<file path="config.mk">
export PLATFORM = sky130hd
export DESIGN_NAME = tcw_ctrl
export DESIGN_NICKNAME = d
export VERILOG_FILES = /design/src/rtl/assert_macros.svh /design/src/rtl/tcw_pkg.sv /design/src/rtl/tcw_ctrl.sv
export SDC_FILE = /design/constraint.sdc
export NUM_CORES = 1
export LEC_CHECK = 0
export ABC_AREA = 1
export BUFFER_PORTS_ARGS = -buffer_cell sky130_fd_sc_hd__buf_2
export CORE_ASPECT_RATIO = 0.7
export CORE_MARGIN = 5
export CORE_UTILIZATION = 40
export CTS_CLUSTER_DIAMETER = 80
export CTS_CLUSTER_SIZE = 14
export DETAILED_ROUTE_END_ITERATION = 10
export PLACE_DENSITY = 0.65
export SKIP_LAST_GASP = 1
export SLEW_MARGIN = 20
export SYNTH_ARGS = -nofsm -noshare
export SYNTH_HDL_FRONTEND = slang
export SYNTH_SLANG_ARGS = --single-unit
</file>
<file path="constraint.sdc">
create_clock -name i_clk -period 2.9 [get_ports i_clk]
set_input_delay 0.58 -clock i_clk [delete_from_list [all_inputs] [get_ports i_clk]]
set_output_delay 0.58 -clock i_clk [all_outputs]
set_load 0.01 [all_outputs]
</file>
<file path="src/rtl/assert_macros.svh">
// Assertion macros for the console writer RTL.
`ifndef ASSERT_MACROS_SVH
`define ASSERT_MACROS_SVH

`ifndef SYNTH
`define ASSERT_CLK(label, clk, rst_n, prop) \
    label: assert property (@(posedge clk) disable iff (!rst_n) prop) \
        else $error("assertion failed");
`define ASSERT_NEVER(label, clk, rst_n, cond) \
    label: assert property (@(posedge clk) disable iff (!rst_n) !(cond)) \
        else $error("forbidden condition seen");
`else
`define ASSERT_CLK(label, clk, rst_n, prop)
`define ASSERT_NEVER(label, clk, rst_n, cond)
`endif

`endif

</file>
<file path="src/rtl/tcw_pkg.sv">
// Types and constants for the text console writer.
package tcw_pkg;

    localparam int COLUMNS_DEF = 80;
    localparam int ROWS_DEF    = 25;

    localparam int COL_W      = 7;
    localparam int ROW_W      = 5;
    localparam int CELL_W     = 16;
    localparam int CHAR_W     = 8;
    localparam int IDX_W      = 11;
    localparam int ADDR_MAX_W = 12;

    localparam logic [CHAR_W-1:0] NEWLINE = 8'd10;
    localparam logic [CHAR_W-1:0] SPACE   = 8'd32;

    typedef enum logic [1:0] {
        KIND_PUT  = 2'd0,
        KIND_READ = 2'd1,
        KIND_MOVE = 2'd2
    } t_kind;

    typedef enum logic [3:0] {
        ST_CLR,
        ST_IDLE,
        ST_PUT_WR,
        ST_MV_WR0,
        ST_MV_RD1,
        ST_MV_WR1,
        ST_BLK_RD,
        ST_BLK_WR,
        ST_FIN
    } t_state;

    typedef struct packed {
        logic                  we;
        logic                  re;
        logic [ADDR_MAX_W-1:0] addr;
        logic [CELL_W-1:0]     wdata;
    } t_ram_req;

    typedef struct packed {
        logic [ROW_W-1:0]  pointer_row;
        logic [COL_W-1:0]  pointer_col;
        logic [ROW_W-1:0]  cursor_row;
        logic [COL_W-1:0]  cursor_col;
        logic [CELL_W-1:0] cell_data;
    } t_result;

endpackage

</file>
<file path="src/rtl/tcw_ctrl.sv">
// Sequencer for cursor, pointer, screen clear and cell read-modify-write.
module tcw_ctrl #(
    parameter int COLUMNS = tcw_pkg::COLUMNS_DEF,
    parameter int ROWS    = tcw_pkg::ROWS_DEF
) (
    input  logic                         i_clk,
    input  logic                         i_rst_n,
    input  logic                         i_s_valid,
    output logic                         o_s_ready,
    input  logic [1:0]                   i_kind,
    input  logic [tcw_pkg::CHAR_W-1:0]   i_character,
    input  logic [tcw_pkg::IDX_W-1:0]    i_cell_index,
    input  logic [7:0]                   i_move_x,
    input  logic [7:0]                   i_move_y,
    output tcw_pkg::t_ram_req            o_ram_req,
    input  logic [tcw_pkg::CELL_W-1:0]   i_rdata,
    input  logic                         i_slot_free,
    output logic                         o_res_vld,
    output tcw_pkg::t_result             o_res
);
    import tcw_pkg::*;

    localparam int CELLS  = COLUMNS * ROWS;
    localparam int ADDR_W = $clog2(CELLS);

    t_state              r_state, n_state;
    logic [COL_W-1:0]    r_col, n_col;
    logic [ROW_W-1:0]    r_row, n_row;
    logic [COL_W-1:0]    r_pcol, n_pcol;
    logic [ROW_W-1:0]    r_prow, n_prow;
    logic [ADDR_W-1:0]   r_sweep, n_sweep;
    logic [1:0]          r_kind, n_kind;
    logic [CHAR_W-1:0]   r_ch, n_ch;
    logic [7:0]          r_dx, n_dx;
    logic [7:0]          r_dy, n_dy;
    logic                r_rd_ok, n_rd_ok;

    logic [ROW_W:0]          w_row_inc;
    logic [COL_W:0]          w_col_inc;
    logic                    w_wrap_row;
    logic                    w_wrap_col;
    logic                    w_sweep_last;
    logic                    w_idx_ok;
    logic [ADDR_MAX_W-1:0]   w_cur_addr;
    logic [ADDR_MAX_W-1:0]   w_ptr_addr;
    logic [8:0]              w_pcol_new;
    logic [8:0]              w_prow_new;

    function automatic logic [ADDR_MAX_W-1:0] cell_addr(
        input logic [ROW_W-1:0] row,
        input logic [COL_W-1:0] col
    );
        cell_addr = ADDR_MAX_W'(row) * ADDR_MAX_W'(COLUMNS) + ADDR_MAX_W'(col);
    endfunction

    function automatic logic [8:0] clamp_pos(
        input logic [8:0] cur,
        input logic [7:0] off,
        input logic [8:0] lim
    );
        logic signed [8:0] p;
        p = $signed(cur) + $signed({off[7], off});
        if (p >= $signed(lim)) begin
            p = $signed(lim - 9'd1);
        end
        if (p < 0) begin
            p = '0;
        end
        clamp_pos = p;
    endfunction

    function automatic logic [CELL_W-1:0] swap_attr(input logic [CELL_W-1:0] v);
        swap_attr = {v[11:8], v[15:12], v[7:0]};
    endfunction

    assign w_row_inc    = {1'b0, r_row} + (ROW_W+1)'(1);
    assign w_col_inc    = {1'b0, r_col} + (COL_W+1)'(1);
    assign w_wrap_row   = (w_row_inc >= (ROW_W+1)'(ROWS));
    assign w_wrap_col   = (w_col_inc >= (COL_W+1)'(COLUMNS));
    assign w_sweep_last = (r_sweep == ADDR_W'(CELLS - 1));
    assign w_idx_ok     = ({1'b0, i_cell_index} < ADDR_MAX_W'(CELLS));
    assign w_cur_addr   = cell_addr(r_row, r_col);
    assign w_ptr_addr   = cell_addr(r_prow, r_pcol);
    assign w_pcol_new   = clamp_pos(9'(r_pcol), r_dx, 9'(COLUMNS));
    assign w_prow_new   = clamp_pos(9'(r_prow), r_dy, 9'(ROWS));

    // next state
    always_comb begin
        n_state = r_state;
        case (r_state)
            ST_CLR: begin
                if (w_sweep_last) n_state = ST_IDLE;
            end
            ST_IDLE: begin
                if (i_s_valid) begin
                    case (i_kind)
                        KIND_PUT: begin
                            if (i_character == '0) begin
                                n_state = ST_FIN;
                            end else if (i_character == NEWLINE) begin
                                n_state = w_wrap_row ? ST_BLK_RD : ST_FIN;
                            end else begin
                                n_state = ST_PUT_WR;
                            end
                        end
                        KIND_MOVE: n_state = ST_MV_WR0;
                        default:   n_state = ST_FIN;
                    endcase
                end
            end
            ST_PUT_WR: begin
                n_state = (w_wrap_col && w_wrap_row) ? ST_BLK_RD : ST_FIN;
            end
            ST_MV_WR0: n_state = ST_MV_RD1;
            ST_MV_RD1: n_state = ST_MV_WR1;
            ST_MV_WR1: n_state = ST_FIN;
            ST_BLK_RD: n_state = ST_BLK_WR;
            ST_BLK_WR: n_state = w_sweep_last ? ST_FIN : ST_BLK_RD;
            ST_FIN: begin
                if (i_slot_free) n_state = ST_IDLE;
            end
            default: n_state = ST_IDLE;
        endcase
    end

    // outputs
    always_comb begin
        o_s_ready       = 1'b0;
        o_res_vld       = 1'b0;
        o_ram_req.we    = 1'b0;
        o_ram_req.re    = 1'b0;
        o_ram_req.addr  = w_cur_addr;
        o_ram_req.wdata = '0;
        case (r_state)
            ST_CLR: begin
                o_ram_req.we   = 1'b1;
                o_ram_req.addr = ADDR_MAX_W'(r_sweep);
            end
            ST_IDLE: begin
                o_s_ready = 1'b1;
                if (i_s_valid) begin
                    case (i_kind)
                        KIND_PUT: begin
                            o_ram_req.re = (i_character != '0) && (i_character != NEWLINE);
                        end
                        KIND_READ: begin
                            o_ram_req.re   = w_idx_ok;
                            o_ram_req.addr = ADDR_MAX_W'(i_cell_index);
                        end
                        KIND_MOVE: begin
                            o_ram_req.re   = 1'b1;
                            o_ram_req.addr = w_ptr_addr;
                        end
                        default: o_ram_req.re = 1'b0;
                    endcase
                end
            end
            ST_PUT_WR: begin
                o_ram_req.we    = 1'b1;
                o_ram_req.wdata = {i_rdata[15:8], r_ch};
            end
            ST_MV_WR0, ST_MV_WR1: begin
                o_ram_req.we    = 1'b1;
                o_ram_req.addr  = w_ptr_addr;
                o_ram_req.wdata = swap_attr(i_rdata);
            end
            ST_MV_RD1: begin
                o_ram_req.re   = 1'b1;
                o_ram_req.addr = w_ptr_addr;
            end
            ST_BLK_RD: begin
                o_ram_req.re   = 1'b1;
                o_ram_req.addr = ADDR_MAX_W'(r_sweep);
            end
            ST_BLK_WR: begin
                o_ram_req.we    = 1'b1;
                o_ram_req.addr  = ADDR_MAX_W'(r_sweep);
                o_ram_req.wdata = {i_rdata[15:8], SPACE};
            end
            ST_FIN: o_res_vld = i_slot_free;
            default: o_res_vld = 1'b0;
        endcase
    end

    assign o_res.cell_data   = ((r_kind == KIND_READ) && r_rd_ok) ? i_rdata : '0;
    assign o_res.cursor_col  = r_col;
    assign o_res.cursor_row  = r_row;
    assign o_res.pointer_col = r_pcol;
    assign o_res.pointer_row = r_prow;

    // cursor, pointer and item registers
    always_comb begin
        n_col   = r_col;
        n_row   = r_row;
        n_pcol  = r_pcol;
        n_prow  = r_prow;
        n_sweep = r_sweep;
        n_kind  = r_kind;
        n_ch    = r_ch;
        n_dx    = r_dx;
        n_dy    = r_dy;
        n_rd_ok = r_rd_ok;
        case (r_state)
            ST_CLR: begin
                if (!w_sweep_last) n_sweep = r_sweep + ADDR_W'(1);
            end
            ST_IDLE: begin
                if (i_s_valid) begin
                    n_kind  = i_kind;
                    n_ch    = i_character;
                    n_dx    = i_move_x;
                    n_dy    = i_move_y;
                    n_rd_ok = w_idx_ok;
                    if ((i_kind == KIND_PUT) && (i_character == NEWLINE)) begin
                        n_col = '0;
                        if (w_wrap_row) begin
                            n_row   = '0;
                            n_sweep = '0;
                        end else begin
                            n_row = w_row_inc[ROW_W-1:0];
                        end
                    end
                end
            end
            ST_PUT_WR: begin
                if (w_wrap_col) begin
                    n_col = '0;
                    if (w_wrap_row) begin
                        n_row   = '0;
                        n_sweep = '0;
                    end else begin
                        n_row = w_row_inc[ROW_W-1:0];
                    end
                end else begin
                    n_col = w_col_inc[COL_W-1:0];
                end
            end
            ST_MV_WR0: begin
                n_pcol = w_pcol_new[COL_W-1:0];
                n_prow = w_prow_new[ROW_W-1:0];
            end
            ST_BLK_WR: begin
                if (!w_sweep_last) n_sweep = r_sweep + ADDR_W'(1);
            end
            default: n_sweep = r_sweep;
        endcase
    end

    always_ff @(posedge i_clk) begin
        if (!i_rst_n) begin
            r_state <= ST_CLR;
            r_sweep <= '0;
            r_col   <= '0;
            r_row   <= '0;
            r_pcol  <= COL_W'(COLUMNS / 2);
            r_prow  <= ROW_W'(ROWS / 2);
        end else begin
            r_state <= n_state;
            r_sweep <= n_sweep;
            r_col   <= n_col;
            r_row   <= n_row;
            r_pcol  <= n_pcol;
            r_prow  <= n_prow;
        end
    end

    always_ff @(posedge i_clk) begin
        r_kind  <= n_kind;
        r_ch    <= n_ch;
        r_dx    <= n_dx;
        r_dy    <= n_dy;
        r_rd_ok <= n_rd_ok;
    end

endmodule

</file>
==> summary by stage, run 1 <==
Finish
The layout-stage area growth over the synthesis result is 29.2%. The library cells used most frequently in the layout, excluding fill and tap cells, are nand2_1 (152), buf_2 (128), inv_1 (95). The total inserted antenna cells is 0. The share of the core filled with cells is 53.2%. The most common library cell in the layout ignoring fill and taps is nand2_1. Of the cells placed in the final design, the portion with a size suffix greater than 1 is 29.1%. The final layout contains 972 nets.

Critical path
Traced cell by cell, the critical path runs through ha_4 > ha_4 > fa_2 > inv_2 > xor2_2 > nor3_1 > o31a_1 > buf_2. The worst setup path is of the register to output port kind. In this design, the stage delay of the slowest critical-path cell is 0.57 ns.

The cell with the most instances on the worst path is ha_4. The critical path's top delay family is adder cells. On the critical path, the stage with the largest delay is an instance of fa_2. The critical path buffer and inverter count is 2. Data on the critical path arrives at its endpoint at 2.33 ns.

STA classifies the critical path startpoint as a register. STA classifies the critical path endpoint as an output port. The required time at the worst-slack endpoint is 2.32 ns. The maximum fanout count along the critical path is 3.

Route
In the routed design, unresolved DRC markers number 0. The detailed-route wire length per cell is 15.3 µm. In this run, the number of DRC markers left after iteration 0 of detailed routing was 419. The pre-antenna-repair detailed-routing pass consisted of 5 iterations. The via count is 5286. For this block, the routed nets add up to 15900 µm of wire. The count of nets left with antenna violations once routing finished came out at 0. The per-cell via count in the routed design is 5.09.

Pwr
The internal portion of the total power is 2.02 mW. IR analysis of the VDD net gives a maximum drop of 0.288 mV. In this run switching power makes up 34.6% of total power. The sequential share of power is 35.5%.

For this design the ratio of total power to cell area is 464 nW/µm². The power spent charging and discharging nets is 1.07 mW. The clock network accounts for 34.9% of the total power. The total leakage power is 3.13 nW. The part of the power in combinational logic is 29.6%.

Placed design
The global placement routability congestion is 0.949. OpenSTA, run right after detailed placement, puts the worst setup slack at 0.0784 ns. The post-detailed-placement half-perimeter wirelength is 12200 µm.

The count of input and output buffers is 128.

Clocking
The tree is rooted in a clkbuf_16. The number of buffers created by CTS is 9. After clock tree synthesis, the clock-pin slew on the worst setup and hold paths is 0.06 ns. TritonCTS built the clock tree. Buffers inserted to repair hold after CTS numbered 0. The H-tree level count is 3. The maximum number of buffers from clock root to sink is 2. The number of sinks on the clock net is 66.

For the worst-skew pair, the clock arrives at the later sink with an insertion delay of 0.34 ns.

Synthesis
The flop and latch count out of synthesis is 66. In this run, distinct cell masters in the synthesized netlist total 47. Ranked by total cell area, the synthesized netlist is headed by edfxtp_1 (16%), dfxtp_1 (15%), nand2_1 (11%).

The post-synthesis cell area is 5150 µm². For this run, the number of Yosys warnings is 0. A synthesized cell averages 7.12 µm².

The number of flops mapped to enable cells by yosys is 27. The dominant cell type by area after synthesis is edfxtp_1. After synthesis, flip-flops and latches occupy 30.9% of the total area. The synthesized instance count is 723. The async set or reset register ratio after synthesis is 0%.

The portion of synthesized cell area occupied by the leading cell type is 15.7%. The number of nets in the synthesized netlist is 824. The predominant post-synthesis flop cell is dfxtp_1.

Timing
The achievable frequency is 344 MHz. The number of endpoints with negative hold slack in the final report is 0. The worst path in the final design needs a cycle of 2.91 ns, including I/O delays and setup. Across the routed clock network, the largest skew measured is 0.0106 ns.

Setup repair after global routing could not meet its margin everywhere. The setup violation total in the final timing report is 1. The final critical path takes up 100% of the cycle.

The number of max-slew violations in the final report is 0. Across all setup checks in the final design, the least slack found is -0.00824 ns. The worst slew margin relative to its limit is 52.4%. The actual slew at the worst max-slew pin is 0.714 ns.

Global route
The via count of the first global-routing pass is 4856. The first global-routing pass estimated 25400 µm of wire. The largest net degree at the start of global routing is 30.

The number of antenna violations at the first check in global routing came to 0. Global routing consumed, over all layers together, 20.3% of the routing resources. The total overflow reported by the global router is 0.

Floorplanning
The die covers 15300 µm². The die span in y is 105 µm. 129 I/O pins were placed. Measured along the x axis, the die boundary spans 146 µm. The floorplan has 34 rows. The core region is 12500 µm². The initial utilization of the core area, before any placement, comes to 41.2%.

Run status
The checks that failed: negative setup slack. The run finished, with violations left.

Worst hold path
The tightest min-delay check is of the input port to register type.

Run
Max-cap violations in this run came to 0.
## state kept, by name (all words and copies together), names as in the netlist
name     flops
r_sweep     11
r_ch         8
r_dx         8
r_dy         8
r_col        7
r_pcol       7
r_prow       5
r_row        5
r_state      4
r_kind       2
r_rd_ok      1
## cell type report
| cell class | instances | area (µm²) |
|---|---|---|
| Fill cell | 1256 | 5850 |
| Multi-Input combinational cell | 536 | 3330 |
| Sequential cell | 66 | 1610 |
| Timing Repair Buffer | 149 | 802 |
| Inverter | 108 | 412 |
| Clock buffer | 10 | 229 |
| Tap cell | 162 | 203 |
| Clock inverter | 6 | 58.8 |
| Timing Repair inverter | 1 | 5.00 |
## layer usage
metal,track usage [%],up-vias,routed length [µm]
li1,-,2717,-
met2,28.2,196,6490
met4,4.53,0,143
met5,0,-,0
met1,31.4,2360,7820
met3,5.19,13,1430
## logic make-up (layout without fill, tap and decap cells)
family	after synthesis	after routing	share of synthesized area (%)
flip-flops	66	66	30.9
buffers and inverters	121	274	9.04
adder cells (fa/ha/maj)	44	44	11.6
XOR/XNOR	23	23	3.91
AO/OA/AOI/OAI	116	116	13.7
AND/OR/NAND/NOR	353	353	30.9
## per-stage QoR
| step | TNS [ns] | hold slack (ns) | power (mW) | instance area [µm²] | cells |
|---|---|---|---|---|---|
| 2_1_floorplan | 0 | 0.457 | 1.66 | 5160 | 723 |
| 3_3_place_gp | 0 | 0.475 | 1.94 | 6070 | 1017 |
| 3_5_place_dp | 0 | 0.477 | 1.94 | 6070 | 1017 |
| 6_report | -0.00824 | 0.415 | 3.09 | 6660 | 1038 |
| 4_1_cts | -0.106 | 0.407 | 3.06 | 6500 | 1035 |
| 5_1_grt | -0.402 | 0.398 | 3.25 | 6660 | 1038 |
## synth_stat cells, types with 2 or more instances
cell,number
xnor2_1,8
inv_1,97
ha_1,38
nand2_2,13
o211ai_1,6
nand3_1,55
nand3_2,2
o21bai_1,2
nand4_1,27
nor2_2,3
a32oi_1,3
o21ai_0,29
nor3_1,6
clkbuf_1,11
inv_2,9
edfxtp_1,27
dfxtp_1,39
or2_2,2
xor2_1,15
o22ai_1,12
nand3b_1,7
nand2_1,155
a21oi_2,10
a21oi_1,41
o2111ai_1,2
fa_1,6
nor2_1,78
## power by group through the flow
stage | clock network (mW) | logic, mW | registers (mW)
floorplan | 0 | 0.553 | 1.11
global placement | 0 | 0.829 | 1.11
detailed placement | 0 | 0.828 | 1.11
CTS | 1.10 | 0.869 | 1.09
global route | 1.14 | 1.00 | 1.10
finish | 1.08 | 0.914 | 1.10
## path summary, 6_finish.rpt
| path | from | endpoint | slack (ns) | depth (start not counted) |
|---|---|---|---|---|
| setup / recovery | r_row[3]$_SDFFE_PN0P_ | o_ram_req[24] | -0.008 | 8 |
| setup reg to reg | r_col[1]$_SDFFE_PN0P_ | r_sweep[9]$_SDFFE_PN0P_ | 0.50 | 12 |
| hold reg to reg | r_sweep[10]$_SDFFE_PN0P_ | r_sweep[10]$_SDFFE_PN0P_ | 0.49 | 2 |
| hold / removal | i_move_x[3] | r_dx[3]$_DFFE_PP_ | 0.42 | 1 |
## timing repair
item | CTS | global route
cloned | 0 | 1
gates resized for setup | 29 | 30
buffers inserted | 2 | 2
endpoints found under the setup margin | 5 | 11
pin swaps | 13 | 7
(Power assumes the default switching activity.)
==> run 2, diff against run 1 <==
ABC_AREA = default   (was 1)
==> run 2 against run 1 <==
Effect of this change:
- sequential power decreased by 12%
- largest cell class unchanged
- critical endpoint is now o_ram_req[25]
- non-clock buffer count increased by 24
- largest power group is now clock
- critical path depth increased by 1
- clock power about the same
- total power decreased by 30%
- die area decreased by 2.1%
- the flow still finishes with violations (negative setup slack)
- cell area increased by 1.0%
- global-route usage increased by 1.2 points
- highest routed layer unchanged
- final cell count decreased by 14%
==> summary by stage, run 2 <==
Clocking
The maximum number of buffers from clock root to sink is 2. Clock tree synthesis selected as its root buffer the cell clkbuf_16. The H-tree level count is 3. Clock latency on the worst-skew pair, taken at its later pin, is 0.33 ns. The hold buffer count at cts is 0. In this run, CTS created clock tree buffers numbering 9. The number of sinks on the clock net is 66.

TritonCTS built the clock tree. After clock tree synthesis, the clock-pin slew on the worst setup and hold paths is 0.05 ns.

Global route
The number of antenna violations at the first check in global routing is 0. Entering global routing, the biggest net connects 28 pins. Global routing consumed, on the met3 layer, 4.84% of the routing resources. The total overflow reported by the global router is 0. For met1 alone, demand over resource in global routing was 28.8%.

The first global-routing pass estimated 25900 µm of wire. The busiest layer in global routing is met2. Global routing used 35.1% of the available met2 tracks. Across every metal layer, demand over resource in global routing totals 21.6%. The via count of the first global-routing pass is 5033.

Pwr
The switching part of the total is 21.3%. The sequential share of power is 44.9%. Across the VDD grid, the largest voltage drop is 0.280 mV. The power density over the cells is 323 nW/µm². The clock group share of total power is 49.8%. The internal cell power is 1.71 mW. After layout, the design draws a total of 2.17 mW. The part of the power in combinational logic is 5.3%. For this design the static power due to leakage is 2.96 nW. For this design the total switching power over the nets is 462 µW.

Synthesis
In the post-synthesis netlist, the biggest area contributors are edfxtp_1 (16%), dfxtp_1 (16%), ha_1 (9.4%). The async set or reset register ratio after synthesis is 0%. The simple-gate share of the synthesized area is 21.9%.

The synthesized instance count is 563. A synthesized cell averages 8.94 µm². Multiplexer cells account for 1.04% of the synthesized area. Of the total synthesized cell area, the portion taken by XOR and XNOR cells is 4.18%. The predominant post-synthesis flop cell is dfxtp_1. In the synthesized netlist, the cells that appear most often are a21oi_1 (43), nand2_1 (43), dfxtp_1 (39), ha_1 (38), o21ai_0 (28). The dominant cell type by area after synthesis is edfxtp_1.

For this run, the number of Yosys warnings is 0. The flop and latch count out of synthesis is 66. In this run, distinct cell masters in the synthesized netlist total 84.

The mapped netlist covers 5030 µm². Of the total synthesized cell area, the portion taken by full adders, half adders and majority gates is 12.0%. The synthesized netlist devotes 25.6% of its cell area to compound gates. In this run, synthesis inferred 27 flip-flops with an integrated enable. After synthesis, the largest family of logic cells by area is compound AO/OA/AOI/OAI gates. The number of nets handed over by synthesis was 664. The sequential-to-total area share from yosys stat is 31.6%.

The portion of synthesized cell area occupied by the leading cell type is 16.1%.

Route
The remaining antenna violation count is 0. The final layout contains routed wiring with a total length of 16400 µm. The per-cell via count in the routed design is 5.80. For this block, the initial DRC count from the detailed router was 509. The detailed-route wire length per cell is 18.3 µm.

The routed layout has 5187 vias. The post-route DRC violation count is 0. The detailed-router iteration count before antenna repair is 7.

Floorplanning
The I/O pin count is 129. After floorplanning, the core was sized to cover 12400 µm². The floorplan has 34 rows. The floorplan step set the die width to 144 µm. From bottom edge to top edge, the die measures 104 µm. The full die area is 15000 µm². The initial core utilization is 40.7%.

Critical path
The signal on the critical path passes through ha_4 > ha_4 > fa_2 > nand2_2 > nor2_4 > xor2_2 > a222oi_1 > o21ai_1 > buf_2. Of all nets on the critical path, the largest fanout is 2. The endpoint type of the worst setup path is an output port.

The critical path buffer and inverter count is 1. STA classifies the critical path startpoint as a register. The critical path's top delay family is adder cells. Data on the critical path arrives at its endpoint at 2.63 ns. The cell with the most instances on the worst path is ha_4. The largest stage delay on the critical path is 0.60 ns. The register-to-register path setup slack is 0.28 ns. At the worst endpoint, the required time is 2.32 ns. The slowest stage of the critical path is the fa_2 cell. The critical path is of the register to output port type.

Timing
The number of max-slew violations in the final report is 0. In this run the tightest slew margin relative to its limit is 55.2%. The setup TNS is -0.767 ns. The routed design could run at a clock period as short as 3.21 ns. The setup violation total in the final timing report is 4. The number of endpoints with negative hold slack in the final report is 0. Setup repair after global routing could not meet its margin everywhere. Static timing analysis puts the maximum clock frequency at 312 MHz. Dividing the final minimum period by the clock period gives 111%. The worst clock skew is 0.00660 ns. Setup slack on the critical path of the routed design comes to -0.305 ns. At the pin with the least slew margin, the transition time is 0.672 ns.

Placed design
Routability-driven placement finished with a final weighted congestion of 0.958. The HPWL after detailed placement is 12400 µm. In this run the tool buffered the top-level ports with 128 buffer cells.

The number of placed instances, taps included, is 872. After detailed placement, the total cell area comes to 6070 µm². The pre-CTS worst setup slack is -0.0355 ns.

Run status
The checks that failed: negative setup slack. The run finished, with violations left.

Finish
Fill cells in the final layout number 1113. The top cell types in the final layout, fill and taps aside, are buf_2 (128), nand2_1 (41), buf_4 (41). The layout-stage area growth over the synthesis result is 33.6%. Cells with a size suffix above 1 make up 34.0% of the layout.

The finished layout holds 895 standard cells, fillers aside. The top register by number of flip-flops is r_sweep. Summing all non-filler instances in the final layout gives an area of 6720 µm².

The number of flip-flops under the largest register name is 11. The repair_antennas step left the layout with diodes totalling 0. The library cell used most frequently in the layout, excluding fill and tap cells, is buf_2. The count of nets after finishing is 829.

Worst hold path
The worst hold path belongs to the class input port to register.

Run
The tool flagged a number of max-cap violations equal to 0.
run 2: changes by cell type after synthesis, moves of 9 or more:
| cell | before | now |
|---|---|---|
| a21o_1 | 0 | 10 |
| a21oi_2 | 10 | 1 |
| a22o_1 | 0 | 16 |
| and2_1 | 0 | 27 |
| and3_1 | 0 | 11 |
| inv_1 | 97 | 22 |
| nand2_1 | 155 | 43 |
| nand2_2 | 13 | 0 |
| nand3_1 | 55 | 18 |
| nand4_1 | 27 | 9 |
| nor2_1 | 78 | 25 |
| nor2b_1 | 0 | 11 |
| o22ai_1 | 12 | 1 |
run 2: cell families after synthesis:
kind of cell	count (synthesis)
fa+ha+maj	45
flops	66
simple gates	197
buf+inv	42
compound gates	184
xor+xnor	24
mux	5
run 2: layout make-up:
type	instances	area (µm²)	share of cell area, %
inverter	23	86.3	1.28
tap	162	203	3.02
sequential	66	1600	23.8
clock inverter	3	38.8	0.577
multi-input combinational	455	3550	52.8
timing repair buffer	173	993	14.8
clock buffer	13	250	3.72
run 2: worst paths after layout:
kind,from,end,cells past startpoint
setup reg to reg,r_prow[0]$_SDFFE_PN0P_,r_prow[4]$_SDFFE_PN0P_,9
setup / recovery,r_row[3]$_SDFFE_PN0P_,o_ram_req[25],9
hold / removal,i_move_x[4],r_dx[4]$_DFFE_PP_,1
hold reg to reg,r_sweep[1]$_SDFFE_PN0P_,r_sweep[1]$_SDFFE_PN0P_,2
run 2: metal layers:
layer | share of wire (%) | routed length [µm]
met3 | 8.6 | 1400
met2 | 47 | 7730
met5 | 0 | 0
met4 | 1.7 | 274
met1 | 43 | 6960
run 2: timing repair:
| action | in CTS | in global routing |
|---|---|---|
| buffers inserted | 1 | 5 |
| gates cloned | 0 | 1 |
| pin swaps | 10 | 18 |
| setup endpoints to repair | 25 | 19 |
| gates resized for setup | 27 | 38 |
run 2: per-stage QoR:
step	hold WS [ns]	util, %
2_1_floorplan	0.460	-
3_3_place_gp	0.494	49.0
3_5_place_dp	0.497	49.0
4_1_cts	0.411	52.4
5_1_grt	0.410	54.3
6_report	0.420	54.3
run 2: power groups by stage:
stage / Clock [mW] / Sequential [mW] / Combinational [mW]
global route: 1.14 / 0.973 / 0.127
CTS: 1.10 / 0.974 / 0.111
floorplan: 0 / 0.992 / 0.0373
finish: 1.08 / 0.973 / 0.115
global placement: 0 / 0.993 / 0.108
detailed placement: 0 / 0.993 / 0.110
